===== src/rtl/core/assert_macros.svh =====
// assertion helper macros shared by the rtl files
`ifndef ASSERT_MACROS_SVH
`define ASSERT_MACROS_SVH

// same-cycle implication, disabled during reset
`define ASSERT_IMPLY(label, clk, rst_n, ante, cons) \
    label: assert property (@(posedge clk) disable iff (!rst_n) (ante) |-> (cons)) \
        else $error("implication check failed");

// next-cycle implication, disabled during reset
`define ASSERT_NEXT(label, clk, rst_n, ante, cons) \
    label: assert property (@(posedge clk) disable iff (!rst_n) (ante) |=> (cons)) \
        else $error("next-cycle check failed");

`endif


===== src/rtl/core/ibp_pkg.sv =====
// shared constants, types and helpers for the border padding block
`timescale 1ns / 1ps

package ibp_pkg;

    localparam int MAX_WIDTH     = 64;
    localparam int MAX_HEIGHT    = 64;
    localparam int PIXEL_BITS    = 32;
    localparam int MAX_PAD       = 63;

    localparam int X_BITS        = $clog2(MAX_WIDTH);
    localparam int Y_BITS        = $clog2(MAX_HEIGHT);
    localparam int IDX_BITS      = (X_BITS > Y_BITS) ? X_BITS : Y_BITS;
    localparam int ADDR_BITS     = X_BITS + Y_BITS;
    localparam int STORE_DEPTH   = MAX_WIDTH * MAX_HEIGHT;

    localparam int LEN_BITS      = 7;
    localparam int PAD_BITS      = 6;
    localparam int COORD_BITS    = 8;
    localparam int CFG_IDX_BITS  = 3;
    localparam int CFG_DATA_BITS = 7;

    // restoring reduction: subtract len << s for s from MOD_SHIFT_TOP down to 0
    localparam int MOD_SHIFT_TOP = 6;
    localparam int SHIFT_BITS    = $clog2(MOD_SHIFT_TOP + 1);
    localparam int SUB_BITS      = LEN_BITS + MOD_SHIFT_TOP;

    // register indexes
    localparam logic [CFG_IDX_BITS-1:0] CFG_SRC_WIDTH  = 3'd0;
    localparam logic [CFG_IDX_BITS-1:0] CFG_SRC_HEIGHT = 3'd1;
    localparam logic [CFG_IDX_BITS-1:0] CFG_PAD_LEFT   = 3'd2;
    localparam logic [CFG_IDX_BITS-1:0] CFG_PAD_RIGHT  = 3'd3;
    localparam logic [CFG_IDX_BITS-1:0] CFG_PAD_TOP    = 3'd4;
    localparam logic [CFG_IDX_BITS-1:0] CFG_PAD_BOTTOM = 3'd5;
    localparam logic [CFG_IDX_BITS-1:0] CFG_EDGE_MODE  = 3'd6;

    // opcodes
    localparam logic OP_LOAD  = 1'b0;
    localparam logic OP_FETCH = 1'b1;

    // edge modes
    localparam logic EDGE_REPLICATE = 1'b0;
    localparam logic EDGE_MIRROR    = 1'b1;

    // one axis mapping request
    typedef struct packed {
        logic [COORD_BITS-1:0] d;
        logic [PAD_BITS-1:0]   pad;
        logic [LEN_BITS-1:0]   len;
        logic                  mirror;
    } t_axis_req;

    // mapping answer, idx valid while done is high
    typedef struct packed {
        logic                done;
        logic [IDX_BITS-1:0] idx;
    } t_axis_rsp;

    // zero length counts as one, oversize clamps to the store size
    function automatic logic [LEN_BITS-1:0] clamp_len(input logic [LEN_BITS-1:0] v,
                                                      input logic [LEN_BITS-1:0] maxv);
        logic [LEN_BITS-1:0] res;
        if (v == '0) begin
            res = LEN_BITS'(1);
        end else if (v > maxv) begin
            res = maxv;
        end else begin
            res = v;
        end
        return res;
    endfunction

    function automatic logic [PAD_BITS-1:0] clamp_pad(input logic [PAD_BITS-1:0] v);
        logic [PAD_BITS:0] lim;
        lim = (PAD_BITS + 1)'(MAX_PAD);
        return ({1'b0, v} > lim) ? PAD_BITS'(MAX_PAD) : v;
    endfunction

endpackage


===== src/rtl/core/ibp_axis_unit.sv =====
// shared axis mapper: edge clamp, mirror and iterative wrap by the axis length
`timescale 1ns / 1ps

module ibp_axis_unit (
    input  logic               i_clk,
    input  logic               i_rst_n,
    input  logic               i_start,
    input  ibp_pkg::t_axis_req i_req,
    output ibp_pkg::t_axis_rsp o_rsp
);
    import ibp_pkg::*;
    `include "assert_macros.svh"

    typedef enum logic [2:0] {
        U_IDLE = 3'b001,
        U_RED  = 3'b010,
        U_DONE = 3'b100
    } t_ustate;

    t_ustate               r_state, n_state;
    logic [LEN_BITS-1:0]   r_v, n_v;
    logic                  r_neg, n_neg;
    logic [SHIFT_BITS-1:0] r_shift, n_shift;
    logic [IDX_BITS-1:0]   r_idx, n_idx;

    logic                  w_below;
    logic                  w_inside;
    logic [COORD_BITS:0]   w_rel;
    logic [COORD_BITS:0]   w_t;
    logic [PAD_BITS-1:0]   w_k;
    logic [SUB_BITS-1:0]   w_shifted;
    logic                  w_ge;
    logic                  w_less;
    logic [LEN_BITS-1:0]   w_flip;

    // classify the coordinate against the padded axis
    assign w_below  = i_req.d < COORD_BITS'(i_req.pad);
    assign w_rel    = (COORD_BITS + 1)'(i_req.d) - (COORD_BITS + 1)'(i_req.pad);
    assign w_inside = w_rel < (COORD_BITS + 1)'(i_req.len);
    assign w_t      = w_rel - (COORD_BITS + 1)'(i_req.len) + (COORD_BITS + 1)'(2);
    assign w_k      = i_req.pad - i_req.d[PAD_BITS-1:0];

    // the shared compare and subtract step
    assign w_shifted = SUB_BITS'(i_req.len) << r_shift;
    assign w_ge      = SUB_BITS'(r_v) >= w_shifted;
    assign w_less    = r_v < i_req.len;
    assign w_flip    = (r_v == '0) ? '0 : (i_req.len - r_v);

    always_comb begin
        n_state = r_state;
        n_v     = r_v;
        n_neg   = r_neg;
        n_shift = r_shift;
        n_idx   = r_idx;
        unique case (r_state)
            U_IDLE: begin
                if (i_start) begin
                    priority if (w_below) begin
                        if (i_req.mirror == EDGE_MIRROR) begin
                            n_v     = LEN_BITS'(w_k);
                            n_neg   = 1'b0;
                            n_shift = SHIFT_BITS'(MOD_SHIFT_TOP);
                            n_state = U_RED;
                        end else begin
                            n_idx   = '0;
                            n_state = U_DONE;
                        end
                    end else if (w_inside) begin
                        n_idx   = w_rel[IDX_BITS-1:0];
                        n_state = U_DONE;
                    end else if (i_req.mirror == EDGE_REPLICATE) begin
                        n_idx   = IDX_BITS'(i_req.len - LEN_BITS'(1));
                        n_state = U_DONE;
                    end else if (w_t <= (COORD_BITS + 1)'(i_req.len)) begin
                        n_idx   = IDX_BITS'(i_req.len - w_t[LEN_BITS-1:0]);
                        n_state = U_DONE;
                    end else begin
                        n_v     = w_t[LEN_BITS-1:0];
                        n_neg   = 1'b1;
                        n_shift = SHIFT_BITS'(MOD_SHIFT_TOP);
                        n_state = U_RED;
                    end
                end
            end
            U_RED: begin
                // one shifted subtract per cycle until below the length
                if (w_less) begin
                    n_idx   = r_neg ? IDX_BITS'(w_flip) : IDX_BITS'(r_v);
                    n_state = U_DONE;
                end else begin
                    if (w_ge) begin
                        n_v = r_v - w_shifted[LEN_BITS-1:0];
                    end
                    if (r_shift != '0) begin
                        n_shift = r_shift - SHIFT_BITS'(1);
                    end
                end
            end
            U_DONE: begin
                n_state = U_IDLE;
            end
            default: begin
                n_state = U_IDLE;
            end
        endcase
    end

    // sequencer state
    always_ff @(posedge i_clk) begin
        if (!i_rst_n) begin
            r_state <= U_IDLE;
        end else begin
            r_state <= n_state;
        end
    end

    // working registers
    always_ff @(posedge i_clk) begin
        r_v     <= n_v;
        r_neg   <= n_neg;
        r_shift <= n_shift;
        r_idx   <= n_idx;
    end

    assign o_rsp.done = (r_state == U_DONE);
    assign o_rsp.idx  = r_idx;

    // mapped index always lands inside the source axis
    `ASSERT_IMPLY(a_idx_in_len, i_clk, i_rst_n, o_rsp.done, LEN_BITS'(r_idx) < i_req.len)
    // reduction finishes as soon as the value drops below the length
    `ASSERT_NEXT(a_red_ends, i_clk, i_rst_n, (r_state == U_RED) && w_less, r_state == U_DONE)

endmodule


===== config.mk =====
export PLATFORM = sky130hd
export DESIGN_NAME = ibp_axis_unit
export DESIGN_NICKNAME = d
export VERILOG_FILES = /design/src/rtl/core/ibp_pkg.sv /design/src/rtl/core/ibp_axis_unit.sv
export VERILOG_INCLUDE_DIRS = /design/src /design/src/rtl/core
export SDC_FILE = /design/constraint.sdc
export NUM_CORES = 1
export LEC_CHECK = 0
export ABC_AREA = 0
export BUFFER_PORTS_ARGS = -buffer_cell sky130_fd_sc_hd__buf_2
export CORE_MARGIN = 5
export CORE_UTILIZATION = 55
export DETAILED_ROUTE_END_ITERATION = 6
export PLACE_DENSITY = 0.78
export SETUP_SLACK_MARGIN = 0.15
export SYNTH_ARGS = -nofsm -noshare
export SYNTH_HDL_FRONTEND = slang
export SYNTH_SLANG_ARGS = --single-unit

===== constraint.sdc =====
create_clock -name i_clk -period 5.05 [get_ports i_clk]
set_input_delay 0.7575 -clock i_clk [delete_from_list [all_inputs] [get_ports i_clk]]
set_output_delay 0.7575 -clock i_clk [all_outputs]
set_load 0.1 [all_outputs]

==> flow_summary.yaml, run 1 <==
status:
  status: "finished, final reports clean"
routing:
  wl_met3_um: 619
  drc_errors: 0
  drtAntennaViolNets: 0
  drtPass1Iterations: 5
  wl_met2_um: 4600
  topRoutingLayerUsed: "met4"
  vias: 3280
  vias_per_cell: 5.95
  avgRoutedWirePerCell_um: 17.0
  wl_met1_um: 3970
  drt-total-wl_um: 9390
  drt-initial-drc-count: 332
clock_tree:
  numCtsBuffers: 3
  clock-root-buffer: "clkbuf_8"
  clk_path_buf_depth: 2
  clkTransAtPathRegs_ns: 0.08
  hold_buffers: 0
  cts.sinks: 20
  h-tree-depth: 1
  tritoncts: "built"
  insertion_delay_ns: 0.26
worst_setup_path:
  r2r_start: "r_shift[0]"
  startpoint: "i_req[9]"
  cp-end-kind: "register"
  r2r-end: "r_v[5]"
  critPathRequiredTime_ns: 5.02
  regToRegSetupSlack_ns: 2.17
  reg2reg_depth: 10
  cp_max_fo: 6
  path_class: "in2reg"
  cp_data_arrival_time_ns: 4.79
  critPathLaunchType: "input pin"
  endpoint: "r_idx[1]"
yosys:
  syn_area_um2: 3360
  synth_edf_count: 17
  netlist_instances: 409
  yosys_warnings: 0
  syn_avg_cell_area_um2: 8.21
  synthTopCellsByArea: "ha_1, edfxtp_1, inv_1"
  ys.flop_type: "edfxtp_1"
  yosysUniqueCellTypes: 55
  yosysTopAreaCell: "ha_1"
  synth_top_cell_area_share: 0.220
  ys_ff_latch: 20
  synth_fp_nets: 501
  ys_seq_area_frac: 0.170
  synth-async-reset-ratio: 0
cells_and_area:
  fin_nets: 569
  utilization: 0.702
  drive_gt1_frac: 0.256
  diodes: 0
  synthToLayoutAreaGrowth_pct: 23.7
  mostFrequentLayoutCells: "ha_1, inv_1, buf_4, nand2_1, a21oi_1"
  final_common_cell: "ha_1"
sta:
  max_clock_freq_mhz: 207
  hold_viol: 0
  setup_violations: 0
  whs_ns: 0.641
  finalClockSkew_ns: 0.0103
  final_max_slew_viol_count: 0
  post-route-period-util: 0.955
  finalCriticalPeriod_ns: 4.82
  rsz0062_at_grt: "yes"
  slew_headroom: 0.530
  worst_slew_pin_slew_ns: 0.698
floorplan:
  die_h_um: 88.1
  ios: 32
  die_w_um: 88.1
  die_area_um2: 7770
  num_rows: 28
  initial_core_util: 0.567
  coreArea_um2: 5920
power_and_ir_drop:
  p_leak_nw: 1.98
  power.density_nw_per_um2: 320
  ir_drop_mv: 0.322
  total_power_w: 0.00133
placement:
  routabilityCongestion: 0.970
  portBuffers: 31
  dpl.hpwl_um: 7380
worst_hold_path:
  hold_depth: 1
  worst_hold_path_type: "reg2reg"
global_routing:
  grt_pass1_vias: 3222
  antenna_found_initial: 0
  overflow: 0
  grt_pass1_wl_um: 15000
  grt_usage: 0.241
  grt_max_degree: 17
job:
  cap_violations: 0
-- power by group --
| part | switching, W | internal (W) | leakage, nW |
|---|---|---|---|
| clock network | 0.0000561 | 0.0000542 | 0.0231 |
| logic | 0.000543 | 0.000430 | 1.79 |
| registers | 0.0000239 | 0.000223 | 0.176 |
-- state kept, by name (all words and copies together) (netlist names) --
signal	flops
r_idx	6
r_v	7
r_state	3
r_neg	1
r_shift	3
-- critical path, stage by stage --
cell and delay [ns]:
buf_2 0.12, inv_2 0.07, ha_4 0.19, nor2b_4 0.13, o31a_4 0.29, o21ai_2 0.18, a21oi_2 0.09, a21oi_2 0.16
ha_1 0.30, ha_4 0.29, inv_1 0.07, buf_4 0.15, a221o_1 0.28, o21a_1 0.14, ha_1 0.28, nand2_1 0.09
or3_4 0.38, a211oi_2 0.25, a221oi_2 0.13, o21ai_1 0.14, and3b_2 0.29
-- area by class of cell --
cell class | instances | area [um^2]
flip-flops and latches | 20 | 571
clock inverters | 1 | 3.75
repair buffers | 72 | 494
well taps | 75 | 93.8
multi-input cells | 324 | 2740
clock buffers | 3 | 41.3
fillers | 479 | 1770
inverters | 56 | 213
-- Yosys cell counts (all sizes together) (8+ instances only) --
cell and count:
nor2b 8, edfxtp 17, a21oi 36, xor2 12, ha 59, o21a 8
o21ai 29, nand2 34, fa 8, nor2 26, nand2b 10, inv 56
mux2i 10, a21o 9, xnor2 12
-- through the flow --
| step | setup TNS (ns) | cell area (um^2) | cells | setup WS [ns] |
|---|---|---|---|---|
| 3_5_place_dp | -5.37 | 3820 | 540 | -0.408 |
| 5_1_grt | 0 | 4150 | 551 | 0.0802 |
| 6_report | 0 | 4150 | 551 | 0.226 |
| 4_1_cts | 0 | 3870 | 544 | 0.169 |
| 2_1_floorplan | 0 | 3360 | 409 | 0.152 |
| 3_3_place_gp | -0.952 | 3820 | 540 | -0.104 |
-- timing repair --
item	in CTS	in global routing
buffers inserted	0	7
pin swaps	1	17
endpoints found under the setup margin	16	17
resized for setup	4	47
-- how the worst min path moves through the flow --
| stage | start | to | slack [ns] |
|---|---|---|---|
| after detailed placement | r_state[2] | r_state[0] | 0.58 |
| after CTS | r_state[2] | r_state[0] | 0.61 |
| final | r_state[2] | r_state[0] | 0.64 |
| after global routing | r_state[2] | r_state[0] | 0.67 |
| after global placement | r_state[2] | r_state[0] | 0.56 |
| after floorplan | r_state[2] | r_state[0] | 0.50 |
-- per-layer routing --
metal | vias up | GRT usage
met1 | 1554 | 0.329
met3 | 21 | 0.0310
met4 | 0 | 0.0549
met5 | - | 0
met2 | 134 | 0.408
li1 | 1571 | -
-- logic make-up (layout without fill, tap and decap cells) --
kind of cell / count (synthesis) / after routing / share of synthesized area
XOR/XNOR: 24 / 24 / 0.0626
multiplexers: 12 / 12 / 0.0365
buffers and inverters: 65 / 132 / 0.0753
adder cells (fa/ha/maj): 67 / 67 / 0.268
flip-flops: 20 / 20 / 0.170
AND/OR/NAND/NOR: 100 / 100 / 0.145
AO/OA/AOI/OAI: 121 / 121 / 0.244
No activity file was read; power rests on OpenSTA's default activity.
==> run 2, diff against run 1 <==
--- a/config.mk
+++ b/config.mk
@@ -9,9 +9,9 @@
 export ABC_AREA = 0
 export BUFFER_PORTS_ARGS = -buffer_cell sky130_fd_sc_hd__buf_2
 export CORE_MARGIN = 5
-export CORE_UTILIZATION = 55
+export CORE_UTILIZATION = 50
 export DETAILED_ROUTE_END_ITERATION = 6
-export PLACE_DENSITY = 0.78
+export PLACE_DENSITY = 0.72
 export SETUP_SLACK_MARGIN = 0.15
 export SYNTH_ARGS = -nofsm -noshare
 export SYNTH_HDL_FRONTEND = slang
==> run 2 against run 1 <==
  * Worst setup slack improved by 0.041 ns
  * Clock power about the same
  * Register-to-register slack improved by 0.03 ns
  * Combinational power decreased by 6.7%
  * Cell area decreased by 3.3%
  * Largest cell class unchanged
  * Count of clock-buffer cells in the layout unchanged
  * Non-clock buffer count decreased by 10
==> flow_summary.yaml, run 2 (synthesis gave the netlist of run 1 again) <==
sta:
  finalClockSkew_ns: 0.00856
  post-route-period-util: 0.947
  slew_headroom: 0.547
  worst_slack_ns: 0.267
  worst_slew_pin_slew_ns: 0.672
  finalCriticalPeriod_ns: 4.78
  final_max_slew_viol_count: 0
  rsz0062_at_grt: "no"
  setup_violations: 0
  whs_ns: 0.568
  max_clock_freq_mhz: 209
  hold_viol: 0
floorplan:
  num_rows: 29
  die_w_um: 92.0
  die_area_um2: 8460
  die_h_um: 92.0
  ios: 32
  coreArea_um2: 6460
  initial_core_util: 0.520
placement:
  portBuffers: 31
  routabilityCongestion: 0.958
  place_ws_ns: -0.259
  dpl.hpwl_um: 7200
routing:
  vias: 3088
  drt-total-wl_um: 8830
  vias_per_cell: 5.69
  drc_errors: 0
  drtAntennaViolNets: 0
  drt-initial-drc-count: 203
  drtPass1Iterations: 6
  avgRoutedWirePerCell_um: 16.3
cells_and_area:
  mostFrequentLayoutCells: "inv_1, ha_1, nand2_1, a21oi_1, buf_2"
  drive_gt1_frac: 0.217
  nFillCells: 575
  synthToLayoutAreaGrowth_pct: 19.7
  fin_nets: 559
  diodes: 0
  largest_reg_flops: 7
  top_regs: "r_v x7, r_idx x6"
  top_register: "r_v"
worst_setup_path:
  reg2reg_depth: 10
  crit_family: "compound AO/OA/AOI/OAI gates"
  critPathLaunchType: "input pin"
  cp_data_arrival_time_ns: 4.77
  regToRegSetupSlack_ns: 2.20
  r2r-end: "r_v[5]"
  cp_slowest_cell: "fa_2"
  cp-end-kind: "register"
  cpPeakStageDelay_ns: 0.50
  critPathRequiredTime_ns: 5.04
  worstPathCellList: "buf_2 -> inv_2 -> ha_4 -> nor2b_2 -> o31a_4 -> buf_6 -> a21oi_4 -> ha_4 -> inv_1 -> fa_2 -> o41ai_4 -> xnor2_2 -> ha_1 -> nand2_1 -> or3_1 -> a211oi_2 -> a221oi_2 -> o21ai_1 -> and3b_1 -> buf_6"
  cp_max_fo: 6
  path_class: "in2reg"
  r2r_start: "r_shift[0]"
  cp_num_buf_inv: 5
global_routing:
  overflow: 0
  grt_pass1_vias: 3085
  grt_pass1_wl_um: 14300
  grt_max_degree: 16
  grt_usage: 0.206
  antenna_found_initial: 0
power_and_ir_drop:
  p_leak_nw: 1.92
  total_power_w: 0.00126
  ir_drop_mv: 0.177
  power.density_nw_per_um2: 315
worst_hold_path:
  worst_hold_path_type: "reg2reg"
  holdCritStartpoint: "r_state[2]"
  whs_endpoint: "r_state[0]"
  hold_depth: 1
clock_tree:
  tritoncts: "built"
  hold_buffers: 0
  h-tree-depth: 1
  clock-root-buffer: "clkbuf_8"
  insertion_delay_ns: 0.27
  numCtsBuffers: 3
  clk_path_buf_depth: 2
  cts.sinks: 20
  clkTransAtPathRegs_ns: 0.08
job:
  cap_violations: 0
status:
  status: "finished, final reports clean"
[run 2: how the worst max path moves through the flow]
stage / start / endpoint / cells after the start
floorplan: i_req[9] / r_idx[0] / 19
global placement: i_req[9] / r_idx[3] / 21
detailed placement: i_req[9] / r_idx[1] / 21
CTS: i_req[9] / r_idx[3] / 21
global route: i_req[9] / r_idx[4] / 20
finish: i_req[9] / r_idx[0] / 20
[run 2: repair_timing]
item	CTS	global route
buffers inserted	0	6
endpoints found under the setup margin	13	16
pin swaps	1	16
gates resized for setup	6	30
cloned	0	0
[run 2: cell type report]
cell class | count | area [um^2] | share of cell area
clock buffer | 3 | 41.3 | 0.0103
inverter | 56 | 210 | 0.0523
sequential | 20 | 571 | 0.142
tap | 77 | 96.3 | 0.0240
clock inverter | 1 | 3.75 | 0.000934
multi-input combinational | 324 | 2690 | 0.668
timing repair buffer | 62 | 412 | 0.102
[run 2: per-stage QoR]
stage / area [um^2] / instances / util / setup TNS [ns]
after floorplan: 3360 / 409 / - / 0
after global placement: 3750 / 533 / 0.581 / -0.106
after detailed placement: 3750 / 533 / 0.581 / -2.70
after CTS: 3830 / 537 / 0.593 / 0
after global routing: 4020 / 543 / 0.622 / 0
final: 4020 / 543 / 0.622 / 0
[run 2: where the power goes]
part           internal (W)  switching, W  leakage (nW)  total, W
combinational      0.000397      0.000510          1.72  0.000907
clock             0.0000543     0.0000572        0.0231  0.000112
sequential         0.000223     0.0000221         0.176  0.000245
total              0.000675      0.000589          1.92   0.00126
[run 2: routing by layer]
| layer | wire (um) | GRT usage | vias up |
|---|---|---|---|
| met1 | 4090 | 0.274 | 1434 |
| met3 | 452 | 0.0278 | 12 |
| li1 | - | - | 1556 |
| met2 | 4190 | 0.361 | 86 |
| met4 | 99 | 0.0347 | 0 |
| met5 | 0 | 0 | - |
==> run 3, diff against run 2 <==
--- a/config.mk
+++ b/config.mk
@@ -11,6 +11,8 @@
 export CORE_MARGIN = 5
 export CORE_UTILIZATION = 50
 export DETAILED_ROUTE_END_ITERATION = 6
+export GPL_TIMING_DRIVEN = 0
+export MAX_ROUTING_LAYER = met4
 export PLACE_DENSITY = 0.72
 export SETUP_SLACK_MARGIN = 0.15
 export SYNTH_ARGS = -nofsm -noshare
==> run 3 against run 2 <==
  * Fmax fell by 2.0%
  * Core utilization rose by 1.6 points
  * Count of clock-buffer cells in the layout rose by 1
  * Combinational power rose by 4.4%
  * Critical path depth did not move
  * Wire length rose by 6.5%
  * Final cell count fell by 1.1%
  * Sequential share of layout area fell by 0.36 points
  * Non-clock buffer count fell by 6
  * Critical endpoint is now r_idx[1]
==> flow_summary.yaml, run 3 (synthesis gave the netlist of run 1 again) <==
placement:
  place_ws_ns: -0.733
  portBuffers: 30
  routabilityCongestion: 0.893
  dpl.hpwl_um: 6970
  dp.cells: 516
worst_hold_path:
  holdCritStartpoint: "r_state[2]"
  whs_endpoint: "r_state[0]"
  worst_hold_path_type: "reg2reg"
  hold_depth: 1
cells_and_area:
  fin_nets: 553
  synthToLayoutAreaGrowth_pct: 22.8
  top_register: "r_v"
  final_common_cell: "inv_1"
  diodes: 0
  drive_gt1_frac: 0.226
  multiInputGateArea_um2: 2830
  post_layout_nonfiller_instances: 537
  largest_reg_flops: 7
  nFillCells: 542
  top_regs: "r_v x7, r_idx x6"
  mostFrequentLayoutCells: "inv_1, ha_1, nand2_1, a21oi_1, buf_2"
  register_area_um2: 571
power_and_ir_drop:
  p_leak_nw: 1.89
  ir_drop_mv: 0.183
  power.density_nw_per_um2: 315
worst_setup_path:
  reg2reg_depth: 12
  critPathRequiredTime_ns: 5.01
  cp_max_fo: 6
  r2r-end: "r_v[5]"
  cp_data_arrival_time_ns: 4.84
  path_class: "in2reg"
  r2r_start: "r_shift[0]"
  cp-end-kind: "register"
  regToRegSetupSlack_ns: 1.99
  critPathLaunchType: "input pin"
sta:
  tns_ns: 0
  hold_viol: 0
  finalClockSkew_ns: 0.00525
  final_max_slew_viol_count: 0
  slew_headroom: 0.458
  setup_violations: 0
  finalCriticalPeriod_ns: 4.88
  max_clock_freq_mhz: 205
  whs_ns: 0.567
  rsz0062_at_grt: "yes"
  post-route-period-util: 0.966
  worst_slew_pin_slew_ns: 0.804
  worst_slack_ns: 0.169
floorplan:
  die_h_um: 92.0
  initial_core_util: 0.520
  coreArea_um2: 6460
  num_rows: 29
  die_area_um2: 8460
  ios: 32
  die_w_um: 92.0
routing:
  vias_per_cell: 6.07
  drt-initial-drc-count: 253
  drt-total-wl_um: 9410
  drc_errors: 0
  drtAntennaViolNets: 0
  drtPass1Iterations: 5
  vias: 3259
  avgRoutedWirePerCell_um: 17.5
global_routing:
  grt_max_degree: 12
  overflow: 0
  grt_pass1_wl_um: 14300
  grt_usage: 0.214
  antenna_found_initial: 0
  grt_pass1_vias: 3020
job:
  cap_violations: 0
clock_tree:
  tritoncts: "built"
  clk_path_buf_depth: 2
  clkTransAtPathRegs_ns: 0.08
  clock-root-buffer: "clkbuf_8"
  h-tree-depth: 1
  insertion_delay_ns: 0.26
  numCtsBuffers: 3
  cts.sinks: 20
status:
  status: "finished, final reports clean"
[run 3: final cells by class]
cell class | instances | share of cell area
Timing Repair Buffer | 47 | 0.0783
Tap cell | 77 | 0.0234
Sequential cell | 20 | 0.138
Inverter | 56 | 0.0522
Buffer | 9 | 0.0103
Multi-Input combinational cell | 324 | 0.687
Clock buffer | 4 | 0.0109
[run 3: worst max path at each step]
stage,start,slack (ns),depth (start not counted),to
final,i_req[9],0.17,20,r_idx[1]
after detailed placement,i_req[9],-0.73,20,r_v[1]
after global routing,i_req[9],0.008,20,r_idx[4]
after global placement,i_req[9],-0.70,20,r_v[1]
after floorplan,i_req[9],0.15,19,r_idx[0]
after CTS,i_req[8],0.16,19,r_idx[1]
[run 3: per-layer routing]
metal	global-route usage	up-vias	wire length, um
li1	-	1542	-
met1	0.295	1543	4170
met2	0.330	142	4310
met3	0.0278	32	603
met4	0.0606	0	319
met5	-	-	0
[run 3: stage by stage]
| stage | power (W) | cell area, um^2 | util |
|---|---|---|---|
| after CTS | 0.00116 | 3750 | 0.581 |
| after global placement | 0.000980 | 3600 | 0.558 |
| after floorplan | 0.000837 | 3360 | - |
| after global routing | 0.00140 | 4120 | 0.639 |
| final | 0.00130 | 4120 | 0.639 |
| after detailed placement | 0.00100 | 3600 | 0.558 |
[run 3: what timing repair did]
action	4_1_cts	5_1_grt
endpoints found under the hold margin	0	0
buffers inserted	5	12
hold buffers	0	0
gates resized for setup	15	50
setup endpoints to repair	17	17
pin swaps	5	24
[run 3: critical path: stages]
cell and delay, ns:
buf_8 0.10, inv_4 0.05, ha_4 0.19, nor2b_4 0.12, o31a_4 0.38, o21ai_4 0.20
a21oi_4 0.09, a21oi_4 0.18, ha_4 0.24, ha_4 0.29, inv_4 0.05, o41ai_4 0.41
xnor2_2 0.13, ha_1 0.33, nand2_2 0.07, or3_4 0.41, a211oi_4 0.28, a221oi_4 0.11
o21ai_1 0.12, and3b_2 0.31
[run 3: report_power, final]
part	leakage (nW)	internal, W	switching, W
registers	0.176	0.000223	0.0000189
logic	1.69	0.000403	0.000544
clock network	0.0228	0.0000562	0.0000533
